--- src/sv/aeios_pkg.sv ---
`timescale 1ns / 1ps
`default_nettype none
// ----------------------------------------------------------------------------
// aeios_pkg
// Shared types and constants of the aligned even I/O splitter.
// ----------------------------------------------------------------------------
package aeios_pkg;

    localparam int DEF_MAX_CHUNKS = 64;
    localparam int OFF_W   = 62;
    localparam int COFF_W  = 63;
    localparam int AMT_W   = 31;
    localparam int BLK_W   = 21;
    localparam int DVD_W   = 64;
    localparam int REL_W   = 36;
    localparam int CFG_IDX_W = 2;

    localparam logic [BLK_W-1:0] BLK_RESET = BLK_W'(4096);
    localparam logic [AMT_W-1:0] MOP_RESET = AMT_W'(131072);

    localparam logic [CFG_IDX_W-1:0] REG_BLOCK_SIZE  = CFG_IDX_W'(0);
    localparam logic [CFG_IDX_W-1:0] REG_MAX_OP_SIZE = CFG_IDX_W'(1);

    typedef enum logic [3:0] {
        ST_IDLE,
        ST_MOD0,
        ST_LEFT,
        ST_IDEAL,
        ST_EMOD,
        ST_LMOD,
        ST_NMOD,
        ST_STEP,
        ST_ERR
    } state_t;

    typedef enum logic [2:0] {
        DIV_MOD0,
        DIV_LEFT,
        DIV_IDEAL,
        DIV_EMOD,
        DIV_LMOD,
        DIV_NMOD
    } div_sel_t;

    typedef struct packed {
        logic     load;
        logic     restart;
        logic     div_go;
        div_sel_t div_sel;
        logic     cap;
        logic     advance;
        logic     emit_final;
        logic     emit_chunk;
        logic     emit_err;
    } cmd_t;

    typedef struct packed {
        logic amount_zero;
        logic div_done;
        logic left_one;
        logic count_full;
        logic no_adv;
    } status_t;

endpackage
`default_nettype wire

--- src/sv/aeios_div.sv ---
`timescale 1ns / 1ps
`default_nettype none
// ----------------------------------------------------------------------------
// aeios_div
// Restoring radix-2 divider, one quotient bit per cycle, 32 or 64 steps.
// ----------------------------------------------------------------------------
module aeios_div
    import aeios_pkg::*;
(
    input  wire logic             clk,
    input  wire logic             rst_n,
    input  wire logic             go,
    input  wire logic             wide,
    input  wire logic [DVD_W-1:0] dividend,
    input  wire logic [AMT_W-1:0] divisor,
    output logic                  done,
    output logic [DVD_W-1:0]      quot,
    output logic [AMT_W-1:0]      rmd
);

    logic [DVD_W-1:0] dvd_reg, dvd_next;
    logic [AMT_W-1:0] rem_reg, rem_next;
    logic [AMT_W-1:0] dsr_reg, dsr_next;
    logic [6:0]       cnt_reg, cnt_next;
    logic             run_reg, run_next;
    logic             done_reg, done_next;
    logic [AMT_W:0]   trial;

    // one shift-subtract step
    always_comb
    begin
        trial     = {rem_reg, dvd_reg[DVD_W-1]};
        dvd_next  = dvd_reg;
        rem_next  = rem_reg;
        dsr_next  = dsr_reg;
        cnt_next  = cnt_reg;
        run_next  = run_reg;
        done_next = 1'b0;
        if (go)
        begin
            dvd_next = wide ? dividend : {dividend[31:0], 32'b0};
            rem_next = '0;
            dsr_next = divisor;
            cnt_next = wide ? 7'd64 : 7'd32;
            run_next = 1'b1;
        end
        else if (run_reg)
        begin
            if (trial >= {1'b0, dsr_reg})
            begin
                rem_next = AMT_W'(trial - {1'b0, dsr_reg});
                dvd_next = {dvd_reg[DVD_W-2:0], 1'b1};
            end
            else
            begin
                rem_next = trial[AMT_W-1:0];
                dvd_next = {dvd_reg[DVD_W-2:0], 1'b0};
            end
            cnt_next = cnt_reg - 7'd1;
            if (cnt_reg == 7'd1)
            begin
                run_next  = 1'b0;
                done_next = 1'b1;
            end
        end
    end

    // control state
    always_ff @(posedge clk or negedge rst_n)
    begin
        if (!rst_n)
        begin
            run_reg  <= 1'b0;
            done_reg <= 1'b0;
            cnt_reg  <= '0;
        end
        else
        begin
            run_reg  <= run_next;
            done_reg <= done_next;
            cnt_reg  <= cnt_next;
        end
    end

    // operands
    always_ff @(posedge clk)
    begin
        dvd_reg <= dvd_next;
        rem_reg <= rem_next;
        dsr_reg <= dsr_next;
    end

    assign done = done_reg;
    assign quot = dvd_reg;
    assign rmd  = rem_reg;

endmodule
`default_nettype wire

--- src/sv/aeios_ctrl.sv ---
`timescale 1ns / 1ps
`default_nettype none
// ----------------------------------------------------------------------------
// aeios_ctrl
// Sequencer: a planning pass that only checks, then a pass that emits.
// ----------------------------------------------------------------------------
module aeios_ctrl
    import aeios_pkg::*;
(
    input  wire logic    clk,
    input  wire logic    rst_n,
    input  wire logic    start,
    input  wire status_t status,
    output logic         busy,
    output cmd_t         cmd
);

    state_t state_reg, state_next;
    logic   pass_reg, pass_next;
    logic   issued_reg, issued_next;

    // state registers
    always_ff @(posedge clk or negedge rst_n)
    begin
        if (!rst_n)
        begin
            state_reg  <= ST_IDLE;
            pass_reg   <= 1'b0;
            issued_reg <= 1'b0;
        end
        else
        begin
            state_reg  <= state_next;
            pass_reg   <= pass_next;
            issued_reg <= issued_next;
        end
    end

    // next state and commands
    always_comb
    begin
        state_next  = state_reg;
        pass_next   = pass_reg;
        issued_next = issued_reg;
        cmd         = '0;
        cmd.div_sel = DIV_MOD0;
        unique case (state_reg)
            ST_IDLE:
            begin
                if (start)
                begin
                    cmd.load  = 1'b1;
                    pass_next = 1'b0;
                    if (!status.amount_zero)
                        state_next = ST_MOD0;
                end
            end
            ST_ERR:
            begin
                cmd.emit_err = 1'b1;
                state_next   = ST_IDLE;
            end
            ST_STEP:
            begin
                if (status.no_adv)
                    state_next = ST_ERR;
                else
                begin
                    cmd.advance    = 1'b1;
                    cmd.emit_chunk = pass_reg;
                    state_next     = ST_LEFT;
                end
            end
            default:
            begin
                unique case (state_reg)
                    ST_LEFT:  cmd.div_sel = DIV_LEFT;
                    ST_IDEAL: cmd.div_sel = DIV_IDEAL;
                    ST_EMOD:  cmd.div_sel = DIV_EMOD;
                    ST_LMOD:  cmd.div_sel = DIV_LMOD;
                    ST_NMOD:  cmd.div_sel = DIV_NMOD;
                    default:  cmd.div_sel = DIV_MOD0;
                endcase
                if (!issued_reg)
                begin
                    if (state_reg == ST_LEFT && status.count_full)
                        state_next = ST_ERR;
                    else
                    begin
                        cmd.div_go  = 1'b1;
                        issued_next = 1'b1;
                    end
                end
                else if (status.div_done)
                begin
                    cmd.cap     = 1'b1;
                    issued_next = 1'b0;
                    unique case (state_reg)
                        ST_MOD0:  state_next = ST_LEFT;
                        ST_LEFT:
                        begin
                            if (!status.left_one)
                                state_next = ST_IDEAL;
                            else if (pass_reg)
                            begin
                                cmd.emit_final = 1'b1;
                                state_next     = ST_IDLE;
                            end
                            else
                            begin
                                cmd.restart = 1'b1;
                                pass_next   = 1'b1;
                            end
                        end
                        ST_IDEAL: state_next = ST_EMOD;
                        ST_EMOD:  state_next = ST_LMOD;
                        ST_LMOD:  state_next = ST_NMOD;
                        default:  state_next = ST_STEP;
                    endcase
                end
            end
        endcase
    end

    assign busy = (state_reg != ST_IDLE);

endmodule
`default_nettype wire

--- src/sv/aeios_dp.sv ---
`timescale 1ns / 1ps
`default_nettype none
// ----------------------------------------------------------------------------
// aeios_dp
// Datapath: config registers, request state, divider operands, result regs.
// ----------------------------------------------------------------------------
module aeios_dp
    import aeios_pkg::*;
#(
    parameter int MAX_CHUNKS = DEF_MAX_CHUNKS
)
(
    input  wire logic                 clk,
    input  wire logic                 rst_n,
    input  wire cmd_t                 cmd,
    output status_t                   status,
    input  wire logic [OFF_W-1:0]     start_offset,
    input  wire logic [AMT_W-1:0]     byte_amount,
    input  wire logic                 cfg_valid,
    input  wire logic [CFG_IDX_W-1:0] cfg_index,
    input  wire logic [AMT_W-1:0]     cfg_data,
    output logic                      result_valid,
    output logic [COFF_W-1:0]         chunk_offset,
    output logic [AMT_W-1:0]          chunk_size,
    output logic                      last,
    output logic                      error
);

    localparam int CNT_W = $clog2(MAX_CHUNKS + 1);

    logic [BLK_W-1:0]  blk_reg;
    logic [AMT_W-1:0]  mop_reg;
    logic [BLK_W-1:0]  grain;
    logic [AMT_W-1:0]  limit;

    logic [OFF_W-1:0]  req_start_reg;
    logic [AMT_W-1:0]  req_amount_reg;
    logic [BLK_W-1:0]  m0_reg, m_reg;
    logic [COFF_W-1:0] cur_reg;
    logic [AMT_W-1:0]  rem_reg, left_reg, min_reg, ideal_reg;
    logic [CNT_W-1:0]  count_reg;
    logic signed [REL_W-1:0] e_reg, l_reg, n_reg;

    logic [DVD_W-1:0]  dvd;
    logic [AMT_W-1:0]  dsr;
    logic              wide;
    logic [31:0]       t;
    logic              div_done;
    logic [DVD_W-1:0]  quot;
    logic [AMT_W-1:0]  rmd;
    logic              r_nz;
    logic [REL_W-1:0]  t_down, t_up;
    logic signed [REL_W-1:0] sel;

    logic              rv_reg;
    logic [COFF_W-1:0] off_reg;
    logic [AMT_W-1:0]  size_reg;
    logic              last_reg, err_reg;

    assign grain = (blk_reg == '0) ? BLK_W'(1) : blk_reg;
    assign limit = (mop_reg == '0) ? AMT_W'(1) : mop_reg;

    // configuration registers
    always_ff @(posedge clk or negedge rst_n)
    begin
        if (!rst_n)
        begin
            blk_reg <= BLK_RESET;
            mop_reg <= MOP_RESET;
        end
        else if (cfg_valid)
        begin
            if (cfg_index == REG_BLOCK_SIZE)
                blk_reg <= cfg_data[BLK_W-1:0];
            else if (cfg_index == REG_MAX_OP_SIZE)
                mop_reg <= cfg_data;
        end
    end

    // divider operand selection
    always_comb
    begin
        wide = 1'b0;
        t    = 32'(m_reg) + 32'(min_reg);
        dvd  = DVD_W'(t);
        dsr  = AMT_W'(grain);
        unique case (cmd.div_sel)
            DIV_MOD0:
            begin
                wide = 1'b1;
                dvd  = DVD_W'(req_start_reg);
            end
            DIV_LEFT:
            begin
                dvd = DVD_W'(rem_reg);
                dsr = limit;
            end
            DIV_IDEAL:
            begin
                dvd = DVD_W'(rem_reg);
                dsr = left_reg;
            end
            DIV_EMOD: t = 32'(m_reg) + 32'(min_reg);
            DIV_LMOD: t = 32'(m_reg) + 32'(limit);
            DIV_NMOD: t = 32'(m_reg) + 32'(ideal_reg);
        endcase
        if (cmd.div_sel == DIV_EMOD || cmd.div_sel == DIV_LMOD || cmd.div_sel == DIV_NMOD)
            dvd = DVD_W'(t);
    end

    aeios_div u_div (
        .clk      (clk),
        .rst_n    (rst_n),
        .go       (cmd.div_go),
        .wide     (wide),
        .dividend (dvd),
        .divisor  (dsr),
        .done     (div_done),
        .quot     (quot),
        .rmd      (rmd)
    );

    // alignment of the trial point and clamping
    assign r_nz   = (rmd != '0);
    assign t_down = REL_W'(t) - REL_W'(rmd);
    assign t_up   = r_nz ? (t_down + REL_W'(grain)) : REL_W'(t);

    always_comb
    begin
        sel = n_reg;
        if (sel < e_reg)
            sel = e_reg;
        if (sel > l_reg)
            sel = l_reg;
    end

    // request state
    always_ff @(posedge clk or negedge rst_n)
    begin
        if (!rst_n)
            count_reg <= '0;
        else if (cmd.load || cmd.restart)
            count_reg <= '0;
        else if (cmd.advance)
            count_reg <= count_reg + CNT_W'(1);
    end

    always_ff @(posedge clk)
    begin
        if (cmd.load)
        begin
            req_start_reg  <= start_offset;
            req_amount_reg <= byte_amount;
            cur_reg        <= COFF_W'(start_offset);
            rem_reg        <= byte_amount;
        end
        if (cmd.restart)
        begin
            cur_reg <= COFF_W'(req_start_reg);
            rem_reg <= req_amount_reg;
            m_reg   <= m0_reg;
        end
        if (cmd.advance)
        begin
            cur_reg <= cur_reg + COFF_W'(sel[AMT_W-1:0]);
            rem_reg <= rem_reg - sel[AMT_W-1:0];
            m_reg   <= '0;
        end
        if (cmd.cap)
        begin
            unique case (cmd.div_sel)
                DIV_MOD0:
                begin
                    m0_reg <= rmd[BLK_W-1:0];
                    m_reg  <= rmd[BLK_W-1:0];
                end
                DIV_LEFT:
                begin
                    left_reg <= quot[AMT_W-1:0] + AMT_W'(r_nz);
                    min_reg  <= r_nz ? rmd : limit;
                end
                DIV_IDEAL: ideal_reg <= quot[AMT_W-1:0] + AMT_W'(r_nz);
                DIV_EMOD:  e_reg <= $signed(t_up) - $signed(REL_W'(m_reg));
                DIV_LMOD:  l_reg <= $signed(t_down) - $signed(REL_W'(m_reg));
                DIV_NMOD:  n_reg <= $signed(t_down) - $signed(REL_W'(m_reg));
            endcase
        end
    end

    // result registers
    always_ff @(posedge clk or negedge rst_n)
    begin
        if (!rst_n)
            rv_reg <= 1'b0;
        else
            rv_reg <= cmd.emit_final || cmd.emit_chunk || cmd.emit_err;
    end

    always_ff @(posedge clk)
    begin
        if (cmd.emit_final)
        begin
            off_reg  <= cur_reg;
            size_reg <= rem_reg;
            last_reg <= 1'b1;
            err_reg  <= 1'b0;
        end
        else if (cmd.emit_chunk)
        begin
            off_reg  <= cur_reg;
            size_reg <= sel[AMT_W-1:0];
            last_reg <= 1'b0;
            err_reg  <= 1'b0;
        end
        else if (cmd.emit_err)
        begin
            off_reg  <= COFF_W'(req_start_reg);
            size_reg <= '0;
            last_reg <= 1'b1;
            err_reg  <= 1'b1;
        end
    end

    // status to the sequencer
    always_comb
    begin
        status.amount_zero = (byte_amount == '0);
        status.div_done    = div_done;
        status.left_one    = (quot[AMT_W-1:0] == '0) ||
                             ((quot[AMT_W-1:0] == AMT_W'(1)) && !r_nz);
        status.count_full  = (count_reg == CNT_W'(MAX_CHUNKS));
        status.no_adv      = (sel <= 0);
    end

    assign result_valid = rv_reg;
    assign chunk_offset = off_reg;
    assign chunk_size   = size_reg;
    assign last         = last_reg;
    assign error        = err_reg;

endmodule
`default_nettype wire

--- src/sv/aligned_even_io_splitter_top.sv ---
`timescale 1ns / 1ps
`default_nettype none
// ----------------------------------------------------------------------------
// aligned_even_io_splitter_top
// Cuts one I/O request into block-aligned, evenly sized chunks.
// ----------------------------------------------------------------------------
// Usage:
//   Request channel: pulse start with start_offset and byte_amount while busy
//   is low. A zero amount is taken and gives no result.
//   Results: each chunk shows for one cycle with result_valid high; last
//   marks the final one. A request that needs more than MAX_CHUNKS chunks, or
//   cannot advance, gives a single result with error and last set.
//   Config channel: cfg_valid with cfg_index/cfg_data, cfg_ready always high;
//   write only while busy is low.
// Operation:
//   The request is planned twice through one shared bit-serial divider: a
//   checking pass, then an emitting pass. Start offset modulo block size is
//   a 64-step division done once. A chunk before the last needs five 32-step
//   divisions plus a step state, the last chunk one division. The final
//   result shows in the first cycle with busy low. An error found in the
//   checking pass ends the request early.
// Reset clears the sequencer and restores the config defaults. The receiver
// cannot stall; results are never held back.
// ----------------------------------------------------------------------------
module aligned_even_io_splitter_top
    import aeios_pkg::*;
#(
    parameter int MAX_CHUNKS = DEF_MAX_CHUNKS
)
(
    input  wire logic                 clk,
    input  wire logic                 rst_n,
    input  wire logic                 start,
    output logic                      busy,
    input  wire logic [OFF_W-1:0]     start_offset,
    input  wire logic [AMT_W-1:0]     byte_amount,
    output logic                      result_valid,
    output logic [COFF_W-1:0]         chunk_offset,
    output logic [AMT_W-1:0]          chunk_size,
    output logic                      last,
    output logic                      error,
    input  wire logic                 cfg_valid,
    output logic                      cfg_ready,
    input  wire logic [CFG_IDX_W-1:0] cfg_index,
    input  wire logic [AMT_W-1:0]     cfg_data
);

    cmd_t    cmd;
    status_t status;
    logic    busy_int;

    assign cfg_ready = 1'b1;
    assign busy      = busy_int;

    // sequencer
    aeios_ctrl u_ctrl (
        .clk    (clk),
        .rst_n  (rst_n),
        .start  (start),
        .status (status),
        .busy   (busy_int),
        .cmd    (cmd)
    );

    // datapath
    aeios_dp #(
        .MAX_CHUNKS (MAX_CHUNKS)
    ) u_dp (
        .clk          (clk),
        .rst_n        (rst_n),
        .cmd          (cmd),
        .status       (status),
        .start_offset (start_offset),
        .byte_amount  (byte_amount),
        .cfg_valid    (cfg_valid),
        .cfg_index    (cfg_index),
        .cfg_data     (cfg_data),
        .result_valid (result_valid),
        .chunk_offset (chunk_offset),
        .chunk_size   (chunk_size),
        .last         (last),
        .error        (error)
    );

endmodule
`default_nettype wire

--- config.mk ---
export PLATFORM = sky130hd
export DESIGN_NAME = aligned_even_io_splitter_top
export DESIGN_NICKNAME = d
export VERILOG_FILES = /design/src/sv/aeios_pkg.sv /design/src/sv/aeios_div.sv /design/src/sv/aeios_ctrl.sv /design/src/sv/aeios_dp.sv /design/src/sv/aligned_even_io_splitter_top.sv
export SDC_FILE = /design/constraint.sdc
export NUM_CORES = 2
export LEC_CHECK = 0
export ABC_AREA = 0
export ABC_CLOCK_PERIOD_IN_PS = 16170
export BUFFER_PORTS_ARGS = -buffer_cell sky130_fd_sc_hd__buf_2
export CELL_PAD_IN_SITES_DETAIL_PLACEMENT = 1
export CELL_PAD_IN_SITES_GLOBAL_PLACEMENT = 1
export CORE_MARGIN = 2
export CORE_UTILIZATION = 45
export DETAILED_ROUTE_END_ITERATION = 7
export PLACE_DENSITY = 0.73
export SYNTH_ARGS = -nofsm -noshare
export SYNTH_HDL_FRONTEND = slang
export SYNTH_SLANG_ARGS = --single-unit
--- constraint.sdc ---
create_clock -name clk -period 16.17 [get_ports clk]
set_input_delay 3.234 -clock clk [delete_from_list [all_inputs] [get_ports clk]]
set_output_delay 3.234 -clock clk [all_outputs]
set_load 0.03 [all_outputs]
==> results.json <==
{
  "core_sq_mm": 0.103,
  "hp-start": "u_dp.blk_reg[0]$_DFFE_PN0P_",
  "viasPerCell": 6.18,
  "cp.buffers_inverters": 4,
  "setup_slack_ns": 4.87,
  "crit_required_ns": 16.57,
  "grt_remaining_overflow": 0,
  "drive_gt1_share_pct": 12.9,
  "initialDrtViolationCount": 3982,
  "die-height_um": 326,
  "place.port_buffers": 227,
  "endpoint_kind": "flip-flop",
  "row_count": 118,
  "cp-start-kind": "flip-flop",
  "final_cell_mix": "edfxtp_1 (598), nand2_1 (431), a21oi_1 (306)",
  "hold_buffers": 0,
  "worstMarginPinSlew_ns": 1.41,
  "path_clk_slew_ns": 0.06,
  "track_usage_pct": 32.2,
  "final_max_slew_viol_count": 0,
  "min_to": "u_dp.blk_reg[0]$_DFFE_PN0P_",
  "dr.pass1.iters": 8,
  "dp_hpwl_um": 133000,
  "design_area_sq_mm": 0.0522,
  "holdPathStages": 1,
  "root_buffer": "clkbuf_16",
  "drc": 4,
  "synthToLayoutAreaGrowth_pct": 12.0,
  "synth_area_leader_cell": "edfxtp_1",
  "slowest_delay_ns": 0.81,
  "cts_tree": "yes",
  "vdd_ir_drop_max_mv": 0.106,
  "worstSkewPairLatency_ns": 0.72,
  "yosysWarnings": 0,
  "antenna_found_initial": 12,
  "min_period_ns": 11.30,
  "timing.rr.start": "u_dp.n_reg[21]$_DFFE_PP_",
  "start_util_pct": 45.2,
  "synth.area.top_cells": "edfxtp_1 (38%), ha_1 (8.2%), dfrtp_1 (3.9%), xnor2_1 (3.7%), nand2_1 (3.5%)",
  "synthArstFlopShare_pct": 10.3,
  "cts_setup_buffers": 0,
  "wl_per_cell_um": 27.9,
  "wl_um": 174000,
  "cts_sinks": 727,
  "synth_cell_type_count": 107,
  "h-tree-depth": 3,
  "rsz0062_at_grt": "no",
  "ys_seq_area_share_pct": 44.8,
  "slew_headroom_pct": 5.77,
  "globalplace.congestion": 0.964,
  "critical_path_class": "flip-flop to flip-flop",
  "dieArea_sq_mm": 0.106,
  "io_pins": 229,
  "slowest_stage": "a21oi_1",
  "fill_cells": 11400,
  "min-delay-path-class": "flip-flop to flip-flop",
  "cp_top_family": "compound AO/OA/AOI/OAI gates",
  "cp_data_arrival_time_ns": 11.70,
  "syn_area_sq_mm": 0.0467,
  "synth_top_cell_area_share_pct": 38.5,
  "ant_nets": 0,
  "cts_resized": 0,
  "outcome": "complete, but fails checks",
  "path_depth": 37,
  "grt_pass1_wl_um": 257000,
  "synth_nets": 5057,
  "worstPathMaxFanout": 65,
  "grt_pass1_vias": 38900,
  "avgSynthCellArea_sq_um": 10.1,
  "syn_inst": 4613,
  "rr_worst_depth": 37,
  "setup_tns_ns": 0,
  "timing.final.crit_share_pct": 69.9,
  "largest_register_ffs": 64,
  "setup_violations": 0,
  "maxCapViolCount": 0,
  "crit_top_cell": "a21oi_1",
  "numCtsBuffers": 86,
  "r2r_end": "u_dp.cur_reg[52]$_DFFE_PP_",
  "cts_max_path_buffers": 3,
  "final_util_pct": 50.6,
  "die_x_um": 326,
  "startpoint": "u_dp.n_reg[21]$_DFFE_PP_",
  "vias": 38600,
  "synth_edf_count": 598,
  "nets": 5226,
  "finClkSkew_ns": 0.0603,
  "synth-seq-cells": 727,
  "layout_commonest_cell": "edfxtp_1",
  "final_hold_viol_count": 0,
  "place_area_sq_mm": 0.0493,
  "place_worst_setup_slack_ns": 5.09,
  "pwr_density_cell_mw_per_mm2": 164,
  "p_leak_uw": 0.0210,
  "violations": "design-rule violations",
  "synth_ff_type": "edfxtp_1",
  "grt_max_degree": 241,
  "fmax_ghz": 0.0885,
  "regToRegSetupSlack_ns": 4.87
}
-- stage by stage --
stage | instances | hold slack (ns) | total power, uW
after floorplan | 4613 | 0.482 | 5220
after global placement | 6074 | 0.497 | 6360
after detailed placement | 6074 | 0.504 | 6450
after CTS | 6236 | 0.513 | 8530
after global routing | 6241 | 0.530 | 9000
final | 6242 | 0.513 | 8570
-- cell families (layout without fill, tap and decap cells) --
kind of cell | Yosys count | after routing | synth area share, %
AOI/OAI and AO/OA | 1122 | 1122 | 15.8
xor gates and xnor gates | 284 | 284 | 5.38
adders and majority gates | 314 | 314 | 8.57
buffers and inverters | 498 | 741 | 4.30
DFF | 727 | 727 | 44.8
muxes | 283 | 283 | 6.48
other | 1 | 7 | 0.00804
and+or+nand+nor | 1384 | 1384 | 14.6
-- cell type report --
type                    instances  area (sq um)  area share (%)
diodes                          6          15.0          0.0287
repair buffers                286          1590            3.05
multi-input cells            3388         23900            45.8
inverters                     293          1100            2.11
clock inverters                58           731            1.40
clock buffers                 104          2240            4.29
flip-flops and latches        727         20900            40.0
well taps                    1380          1730            3.30
-- worst max-delay path by stage --
stage	endpoint	slack (ns)
2_1_floorplan	u_dp.count_reg[3]$_DFFE_PN0P_	3.33
3_3_place_gp	u_dp.cur_reg[40]$_DFFE_PP_	5.30
3_5_place_dp	u_dp.cur_reg[52]$_DFFE_PP_	5.09
4_1_cts	u_dp.cur_reg[52]$_DFFE_PP_	5.06
5_1_grt	u_dp.cur_reg[52]$_DFFE_PP_	4.18
6_report	u_dp.cur_reg[52]$_DFFE_PP_	4.87
-- cell usage after synthesis, types with 11 or more instances --
master	count
or4_1	11
dfrtp_1	73
xor2_1	83
buf_1	12
nor4_1	82
mux2_2	115
mux2i_1	132
a31oi_1	22
nand3_1	110
o211ai_1	21
or2_2	11
ha_1	305
a22oi_1	33
a22o_1	12
a221o_1	24
and3_1	59
or3_1	15
inv_1	291
nand2_1	433
buf_4	12
o21a_1	46
a222oi_1	28
nor3b_1	17
nand4_1	57
dfxtp_1	54
nor2_1	299
nor3_1	78
buf_2	31
xnor2_1	198
a21boi_0	14
edfxtp_1	598
clkbuf_1	143
o21ai_0	252
nor2b_1	45
a21oi_1	306
and2_1	60
and4_1	14
o21bai_1	29
a21o_1	111
nand2b_1	51
o31ai_1	39
mux2_1	36
a211oi_1	71
-- routing by layer --
| layer | vias to the layer above | global-route usage (%) | wire length (um) |
|---|---|---|---|
| met3 | 291 | 4.59 | 12000 |
| met4 | 2 | 14.3 | 7920 |
| met2 | 1415 | 50.0 | 78000 |
| met5 | - | 0 | 13 |
| met1 | 19500 | 44.7 | 76300 |
| li1 | 17400 | - | - |
-- where the power goes --
group          switching (uW)  internal [uW]
combinational            2400           1460
sequential                235           2410
clock                     887           1180
total                    3520           5050
Power figures use the tool's default switching activity.
